===== src/sv/sba_pkg.sv =====
// Shared constants, command and status codes, and size-class helpers for the
// slab block allocator. No dependencies.
package sba_pkg;

  localparam int DEF_PAGES      = 64;
  localparam int DEF_PAGE_BYTES = 4096;
  localparam int HDR_BYTES      = 40;
  localparam int MAX_REQ        = 64;
  localparam int CLASSES        = 6;

  localparam logic [1:0] CMD_ALLOC = 2'd0;
  localparam logic [1:0] CMD_FREE  = 2'd1;
  localparam logic [1:0] CMD_QUERY = 2'd2;
  localparam logic [1:0] CMD_NOP   = 2'd3;

  localparam logic [2:0] ST_OK       = 3'd0;
  localparam logic [2:0] ST_TOOBIG   = 3'd1;
  localparam logic [2:0] ST_NOPAGE   = 3'd2;
  localparam logic [2:0] ST_NOTSLAB  = 3'd3;
  localparam logic [2:0] ST_MISALIGN = 3'd4;

  localparam logic REG_ARENA = 1'b0;
  localparam logic REG_LIMIT = 1'b1;

  // class code as stored in a page record may be any 3-bit value; fold to 0..5
  function automatic logic [2:0] mod6(input logic [2:0] c);
    logic [2:0] r;
    r = c;
    if (c == 3'd6) r = 3'd0;
    else if (c == 3'd7) r = 3'd1;
    return r;
  endfunction

  function automatic logic [6:0] class_bytes(input logic [2:0] c);
    logic [6:0] b;
    case (mod6(c))
      3'd0:    b = 7'd8;
      3'd1:    b = 7'd16;
      3'd2:    b = 7'd24;
      3'd3:    b = 7'd32;
      3'd4:    b = 7'd48;
      default: b = 7'd64;
    endcase
    return b;
  endfunction

  function automatic logic [2:0] class_of(input logic [15:0] size);
    logic [2:0] c;
    if (size <= 16'd8) c = 3'd0;
    else if (size <= 16'd16) c = 3'd1;
    else if (size <= 16'd24) c = 3'd2;
    else if (size <= 16'd32) c = 3'd3;
    else if (size <= 16'd48) c = 3'd4;
    else c = 3'd5;
    return c;
  endfunction

endpackage


===== src/sv/sba_slot_dec.sv =====
// Block offset to slot decode: strips the page header and divides by the
// class size (multiples of 8; thirds via reciprocal). Uses sba_pkg.
module sba_slot_dec #(
  parameter int PBW = 12
) (
  input  logic             clk,
  input  logic             load,
  input  logic [PBW-1:0]   off,
  input  logic [2:0]       cls,
  output logic             aligned,
  output logic [PBW-4:0]   slot
);
  localparam int YW = PBW - 3;
  localparam int K  = YW + 2;
  localparam int RC = ((2 ** K) + 2) / 3;

  logic          below_hdr;
  logic          low_ok;
  logic [YW-1:0] y;
  logic [PBW-1:0] rel;
  logic [YW+K-1:0] prod;
  logic [YW-1:0] q3;
  logic [YW-1:0] r3;

  assign rel = off - PBW'(sba_pkg::HDR_BYTES);

  always_ff @(posedge clk) begin
    if (load) begin
      below_hdr <= off < PBW'(sba_pkg::HDR_BYTES);
      low_ok    <= rel[2:0] == 3'd0;
      y         <= rel[PBW-1:3];
    end
  end

  assign prod = (YW+K)'(y) * (YW+K)'(RC);
  assign q3   = prod[YW+K-1:K];
  assign r3   = y - YW'(q3 * YW'(3));

  always_comb begin
    aligned = low_ok && !below_hdr;
    slot    = y;
    case (cls)
      3'd0: slot = y;
      3'd1: begin
        aligned = aligned && !y[0];
        slot    = y >> 1;
      end
      3'd2: begin
        aligned = aligned && (r3 == '0);
        slot    = q3;
      end
      3'd3: begin
        aligned = aligned && (y[1:0] == 2'd0);
        slot    = y >> 2;
      end
      3'd4: begin
        aligned = aligned && (r3 == '0) && !q3[0];
        slot    = q3 >> 1;
      end
      default: begin
        aligned = aligned && (y[2:0] == 3'd0);
        slot    = y >> 3;
      end
    endcase
  end

endmodule


===== config.mk =====
export PLATFORM = sky130hd
export DESIGN_NAME = sba_slot_dec
export DESIGN_NICKNAME = d
export VERILOG_FILES = /design/src/sv/sba_pkg.sv /design/src/sv/sba_slot_dec.sv
export SDC_FILE = /design/constraint.sdc
export NUM_CORES = 1
export LEC_CHECK = 0
export BUFFER_PORTS_ARGS = -buffer_cell sky130_fd_sc_hd__buf_2
export CAP_MARGIN = 30
export CORE_ASPECT_RATIO = 0.8
export CORE_MARGIN = 1
export CORE_UTILIZATION = 60
export DETAILED_ROUTE_END_ITERATION = 8
export MAX_ROUTING_LAYER = met4
export PLACE_DENSITY = 0.81
export SYNTH_ARGS = -nofsm -noshare
export SYNTH_HDL_FRONTEND = slang
export SYNTH_SLANG_ARGS = --single-unit

===== constraint.sdc =====
create_clock -name clk -period 8.2 [get_ports clk]
set_clock_uncertainty 0.2 [all_clocks]
set_input_delay 1.64 -clock clk [delete_from_list [all_inputs] [get_ports clk]]
set_output_delay 1.64 -clock clk [all_outputs]
set_load 0.01 [all_outputs]

**Word-level counts from Yosys, hierarchy flattened**

Index checks and enable logic that the tools add are counted.

- $add $sub $neg: 2
- Multiply operators: 2
- Magnitude comparators: 1
- Equal/unequal tests: 4
- Mux-type cells: 2
- Reduce and logical (&&, ||, !) cells: 14

Operator list:

| kind | number |
|---|---|
| one-hot mux 9 bit (5 select lines) | 1 |
| multiplier 9 x 10 -> 19 bit, second input constant | 1 |
| < comparator 12 x 6 -> 1 bit, second input constant | 1 |
| subtractor 12 x 6 -> 12 bit, second input constant | 1 |
| logical NOT 3 bit | 3 |
| logical NOT 9 bit | 1 |
| multiplier 8 x 2 -> 9 bit, second input constant | 1 |
| subtractor 9 bit | 1 |
| equality test 3 x 2 -> 1 bit, second input constant | 2 |
| logical AND 1 bit | 6 |
| one-hot mux 1 bit (5 select lines) | 1 |
| equality test 3 x 1 -> 1 bit, second input constant | 1 |
| equality test 3 bit, second input constant | 1 |
| logical NOT 1 bit | 3 |
| logical NOT 2 bit | 1 |

- Register bits after elaboration: 11
- Output and inout bits: 10
- Logic and storage cells: 28

**Longest topological paths before layout**

Gate-level depths: netlist (run 1).

- Depth after elaboration: 7
- Mapped depth: 25
- Mapped depth without buffers: 25

**Least setup slack after synthesis (run 1)**

OpenSTA, ideal clock, no wires.

- Path kind: register -> output
- Start: reg y[6]
- End: out aligned
- Arrival time: 5901 ps
- Data required time: 6360 ps
- Slack: 459 ps
- Cell stages (with the launch flop): 23
- Path buffers: 0
- Cell sequence: edfxtp_1 -> ha_1 -> fa_1 -> fa_1 -> inv_1 -> fa_1 -> inv_1 -> ha_1 -> nand4_2 -> nor3_4 -> nor3_4 -> xnor2_1 -> ha_1 -> ha_1 -> or2_2 -> fa_1 -> and2_1 -> o21ai_1 -> a21oi_1 -> o41ai_1 -> xnor2_1 -> xnor2_1 -> o31ai_2

- Longest elaborated chain between the ends: 7
- Elaborated cells between the ends (all ways): 8
- Classes of those cells: add/sub (1); mul (2); mux (1); reduce/logical (4)

Ends and longest elaborated chain:

| element | RTL line | text |
|---|---|---|
| start: declaration | sba_slot_dec.sv:19 | `logic [YW-1:0] y;` |
| start signal: assignment | sba_slot_dec.sv:31 | `y <= rel[PBW-1:3];` |
| multiplier 9 x 10 -> 19 bit | sba_slot_dec.sv:35 | `assign prod = (YW+K)'(y) * (YW+K)'(RC);` |
| multiplier 8 x 2 -> 9 bit | sba_slot_dec.sv:37 | `assign r3 = y - YW'(q3 * YW'(3));` |
| subtractor 9 bit | sba_slot_dec.sv:37 |  |
| logical NOT 9 bit | sba_slot_dec.sv:49, sba_slot_dec.sv:57 |  |
| logical AND 1 bit | sba_slot_dec.sv:49, sba_slot_dec.sv:57 |  |
| logical AND 1 bit | sba_slot_dec.sv:57 | `aligned = aligned && (r3 == '0) && !q3[0];` |
| one-hot mux 1 bit (5 select lines) (*) | sba_slot_dec.sv:42 | `case (cls)` |
| end: declaration | sba_slot_dec.sv:10 | `output logic aligned,` |

Mark *: on every way between the ends. The rest lies on a longest branch, timed or not.

**Final worst setup path (run 1)**

- Start: reg y[3]
- End: out aligned

Same word-level chain as after synthesis.

==> results of run 1 <==
[metal layers]
layer  vias to the layer above  wire length (µm)  track usage
met1                      1197              3130        0.364
met2                       105              3570        0.483
li1                       1245                 -            -
met3                        12               476       0.0347
met5                         -                 0            -
met4                         0                78       0.0647
[worst paths after layout]
check / slack (ns) / endpoint / start
setup / recovery: 0.18 / aligned / y[3]$_DFFE_PP_
hold / removal: 1.48 / low_ok$_DFFE_PP_ / off[2]
[cells by family (layout without fill, tap and decap cells)]
logic type | after synthesis | count (layout)
DFF | 11 | 11
adders and majority gates | 81 | 81
muxes | 4 | 4
and+or+nand+nor | 68 | 68
buffers and inverters | 70 | 112
AOI/OAI and AO/OA | 75 | 75
xor gates and xnor gates | 26 | 26
[metrics by stage]
stage / setup WS (ns) / cells / setup TNS [ns]
final: 0.182 / 437 / 0
after global routing: -0.0518 / 437 / -0.0518
after CTS: 0.00356 / 428 / 0
after detailed placement: 0.134 / 423 / 0
after global placement: 0.281 / 423 / 0
after floorplan: 0.459 / 335 / 0
[timing repair]
action | CTS | global route
setup buffers | 1 | 9
hold buffers | 0 | 0
endpoints found under the setup margin | 1 | 1
gates resized for setup | 2 | 28
pin swaps | 1 | 14
[registers in the layout, indices dropped and copies added, names as in the netlist]
signal     flops
y              9
low_ok         1
below_hdr      1
[area by class of cell]
class,count,share of cell area
multi-input combinational,254,0.733
sequential,11,0.0916
timing repair buffer,44,0.0757
inverter,64,0.0666
tap,60,0.0208
clock buffer,4,0.0125
[synthesized netlist by cell type (2+ instances only)]
master | n | area, µm²
a31oi_1 | 2 | 12.5
and2_1 | 3 | 18.8
o21bai_1 | 5 | 37.5
nor3_4 | 2 | 32.5
o2111ai_1 | 2 | 17.5
o221ai_1 | 3 | 26.3
buf_2 | 2 | 10.0
a221oi_1 | 5 | 43.8
xor2_1 | 12 | 105
or3_1 | 2 | 12.5
nor4_1 | 2 | 12.5
nor3_1 | 5 | 25.0
nor2_1 | 20 | 75.1
ha_1 | 58 | 726
fa_1 | 23 | 460
o21ai_2 | 2 | 17.5
nand2_1 | 17 | 63.8
clkbuf_1 | 4 | 15.0
a21oi_1 | 17 | 85.1
o21ai_1 | 2 | 10.0
xor2_2 | 3 | 48.8
a32oi_1 | 2 | 17.5
edfxtp_1 | 11 | 330
a22oi_1 | 4 | 30.0
nor2b_1 | 5 | 31.3
o21ai_0 | 12 | 60.1
nand3_1 | 3 | 15.0
xnor2_1 | 9 | 78.8
inv_1 | 64 | 240
mux2_2 | 3 | 33.8
nand3b_1 | 2 | 15.0
==> flow_summary.json, run 1 <==
{
  "status": "finished, final reports clean",
  "synth-xor-area-share": 0.0948,
  "die_w_um": 81.5,
  "clk_path_buf_depth": 2,
  "nets": 476,
  "overflow": 0,
  "cts_made_buffers": 3,
  "hold_depth": 2,
  "critical_path_class": "flip-flop to primary output",
  "setup_viol": 0,
  "synth_ff_type": "edfxtp_1",
  "synth-compound-area-share": 0.185,
  "gp_congestion": 0.979,
  "startpoint_type": "flip-flop",
  "cp_num_cells": 22,
  "post-route-period-util": 0.978,
  "synth_edf_count": 11,
  "finalHoldViolations": 0,
  "drive_above_1_share": 0.239,
  "ant_nets": 0,
  "mostFrequentLayoutCell": "inv_1",
  "die_h_um": 65.6,
  "cts_root_buf": "clkbuf_8",
  "dr.pass1.iters": 4,
  "timing.critical_path.mode_cell": "fa_1",
  "final_util": 0.761,
  "fin_crit_ns": 8.02,
  "initial_core_util": 0.641,
  "worstMarginPinSlew_ns": 0.675,
  "path_max_fanout": 5,
  "cpMaxStageDelayCell": "fa_1",
  "synthCells": 335,
  "multi_input_area_um2": 2640,
  "final_cell_mix": "inv_1 (64), ha_1 (51), buf_2 (26)",
  "io_pins": 27,
  "crit_chain": "ha_4 > inv_1 > fa_1 > fa_1 > fa_1 > inv_1 > ha_4 > a211oi_4 > o22ai_4 > o21ai_4 > mux2i_1 > nand2_2 > xor2_1 > ha_1 > ha_1 > o21ai_0 > a21oi_2 > o41ai_2 > xnor2_1 > xnor2_1 > o31ai_2 > buf_2",
  "placed_cell_area_um2": 3270,
  "vias": 2559,
  "crit_family": "adder cells",
  "place_hpwl_mm": 5.65,
  "diodes": 0,
  "area_growth_pct": 18.8,
  "post-route-drc-count": 0,
  "max_clock_freq_ghz": 0.125,
  "synthSimpleGateAreaFrac": 0.119,
  "synth_warnings": 0,
  "syn-cell-area_um2": 3030,
  "syn-num-nets": 433,
  "crit_buf_inv": 3,
  "portBuffers": 26,
  "n_fill_cell": 332,
  "grt_pass1_wl_mm": 11.3,
  "synth_top_family_by_area": "adder cells",
  "synth_fa_ha_area_frac": 0.391,
  "antenna_found_initial": 0,
  "cp.arrival_ns": 6.18,
  "clkSinkCount": 11,
  "wire_per_inst_um": 16.6,
  "grt_max_degree": 23,
  "synthMuxAreaShare": 0.0144,
  "cp.required_ns": 6.36,
  "die-area_um2": 5350,
  "viasPerCell": 5.86,
  "grt_pass1_vias": 2517,
  "rows": 22,
  "fin_area_um2": 3600,
  "async_reset_ff_frac": 0,
  "synth_cell_types": 60,
  "cts.reportedPaths.clkPinSlew_ns": 0.05,
  "drt-initial-drc-count": 227,
  "drt_wl_total_mm": 7.26,
  "slowest_delay_ns": 0.55,
  "ys_ff_latch": 11,
  "grt_usage": 0.285,
  "cp-end-kind": "primary output",
  "regArea_um2": 330,
  "min_path_type": "input port to flip-flop",
  "relSlewSlack": 0.545,
  "finalMaxSlewViolations": 0,
  "hold_ws_ns": 1.48,
  "synth_area_per_cell_um2": 9.06,
  "coreArea_um2": 4730,
  "cts_tree": "done",
  "ys_seq_area_frac": 0.109,
  "h-tree-depth": 1,
  "maxCapViolCount": 0
}
Power of run 1 is not shown: default switching activity piles up to over one toggle a cycle in this logic, so the estimate is an artifact.
==> run 2: changes to the inputs <==
--- a/config.mk
+++ b/config.mk
@@ -10,6 +10,7 @@
 export CORE_ASPECT_RATIO = 0.8
 export CORE_MARGIN = 1
 export CORE_UTILIZATION = 60
+export CTS_BUF_LIST = sky130_fd_sc_hd__clkbuf_16
 export DETAILED_ROUTE_END_ITERATION = 8
 export MAX_ROUTING_LAYER = met4
 export PLACE_DENSITY = 0.81
==> flow_summary.json, run 2 (synthesis gave the netlist of run 1 again) <==
{
  "status": "finished, final reports clean",
  "cts_made_buffers": 3,
  "viasPerCell": 5.91,
  "worstMarginPinSlew_ns": 0.681,
  "setup_viol": 0,
  "top_regs": "y: 9 flops, below_hdr: 1 flops, low_ok: 1 flops",
  "maxCapViolCount": 0,
  "finalMaxSlewViolations": 0,
  "diodes": 0,
  "final_util": 0.768,
  "rows": 22,
  "cp-end-kind": "primary output",
  "h-tree-depth": 1,
  "largest_reg_flops": 9,
  "final_cell_mix": "inv_1 (65), ha_1 (51), buf_2 (26)",
  "relSlewSlack": 0.542,
  "coreArea_um2": 4730,
  "cp.required_ns": 6.36,
  "hold_depth": 2,
  "max_clock_freq_ghz": 0.125,
  "ant_nets": 0,
  "drive_above_1_share": 0.239,
  "cp.arrival_ns": 6.19,
  "grt_pass1_vias": 2530,
  "cts_root_buf": "clkbuf_16",
  "drt-initial-drc-count": 247,
  "mostFrequentLayoutCell": "inv_1",
  "wire_per_inst_um": 16.8,
  "overflow": 0,
  "path_max_fanout": 5,
  "clk_path_buf_depth": 2,
  "top_register": "y",
  "dr.pass1.iters": 5,
  "area_growth_pct": 19.9,
  "finalHoldViolations": 0,
  "startpoint_type": "flip-flop",
  "clkSinkCount": 11,
  "io_pins": 27,
  "portBuffers": 26,
  "cts_tree": "done",
  "grt_usage": 0.290,
  "gp_congestion": 0.979,
  "grt_max_degree": 23,
  "vias": 2582,
  "min_path_type": "input port to flip-flop",
  "drt_wl_total_mm": 7.36,
  "post-route-period-util": 0.979,
  "min_delay_worst_endpoint": "low_ok$_DFFE_PP_",
  "nets": 476,
  "min_from": "off[2]",
  "cts.reportedPaths.clkPinSlew_ns": 0.04,
  "critical_path_class": "flip-flop to primary output",
  "fin_area_um2": 3640,
  "grt_pass1_wl_mm": 11.5,
  "initial_core_util": 0.641,
  "post-route-drc-count": 0,
  "placed_cell_area_um2": 3270,
  "die_w_um": 81.5,
  "place_hpwl_mm": 5.65,
  "fin_crit_ns": 8.03,
  "die-area_um2": 5350,
  "antenna_found_initial": 0,
  "die_h_um": 65.6
}
==> run 2: how the worst max path moves through the flow <==
stage,from,to,cells past startpoint
global placement,y[3]$_DFFE_PP_,aligned,23
detailed placement,y[3]$_DFFE_PP_,aligned,23
floorplan,y[6]$_DFFE_PP_,aligned,22
global route,y[6]$_DFFE_PP_,aligned,23
finish,y[3]$_DFFE_PP_,aligned,22
CTS,y[7]$_DFFE_PP_,aligned,23
==> run 2: area by class of cell <==
type | instances | area (µm²)
multi-input combinational | 254 | 2640
fill | 326 | 1100
sequential | 11 | 330
timing repair buffer | 44 | 273
inverter | 64 | 240
clock buffer | 3 | 75.1
tap | 60 | 75.1
clock inverter | 1 | 3.75
==> run 2: worst max-delay path: stages (launching register included) <==
cell and delay, ns:
edfxtp_1 0.44, ha_4 0.32, inv_1 0.06, fa_1 0.55, fa_1 0.43, fa_1 0.50, inv_1 0.07, ha_4 0.26
a211oi_4 0.28, o22ai_4 0.12, o21ai_4 0.20, mux2i_1 0.33, nand2_2 0.16, xor2_1 0.18, ha_1 0.29, ha_1 0.37
o21ai_0 0.32, a21oi_2 0.08, o41ai_2 0.33, xnor2_1 0.14, xnor2_1 0.15, o31ai_2 0.21, buf_2 0.16
==> run 2: timing repair <==
| item | CTS | global route |
|---|---|---|
| pin swaps | 1 | 14 |
| resized for setup | 2 | 28 |
| setup endpoints to repair | 1 | 1 |
| hold buffers | 0 | 0 |
| setup buffers | 1 | 9 |
==> run 2: per-stage QoR <==
stage / setup slack (ns) / TNS, ns / hold WS [ns] / std cells
5_1_grt: -0.0488 / -0.0488 / 1.48 / 437
3_5_place_dp: 0.134 / 0 / 1.72 / 423
3_3_place_gp: 0.281 / 0 / 1.72 / 423
4_1_cts: 0.00478 / 0 / 1.47 / 428
2_1_floorplan: 0.459 / 0 / 1.55 / 335
6_report: 0.169 / 0 / 1.47 / 437
==> run 2: metal layers <==
metal	vias up	global-route usage	routed length (µm)
met5	-	-	0
met1	1210	0.367	3220
li1	1250	-	-
met3	19	0.0389	474
met2	103	0.493	3510
met4	0	0.0647	153
Power of run 2 is left out for the same reason.
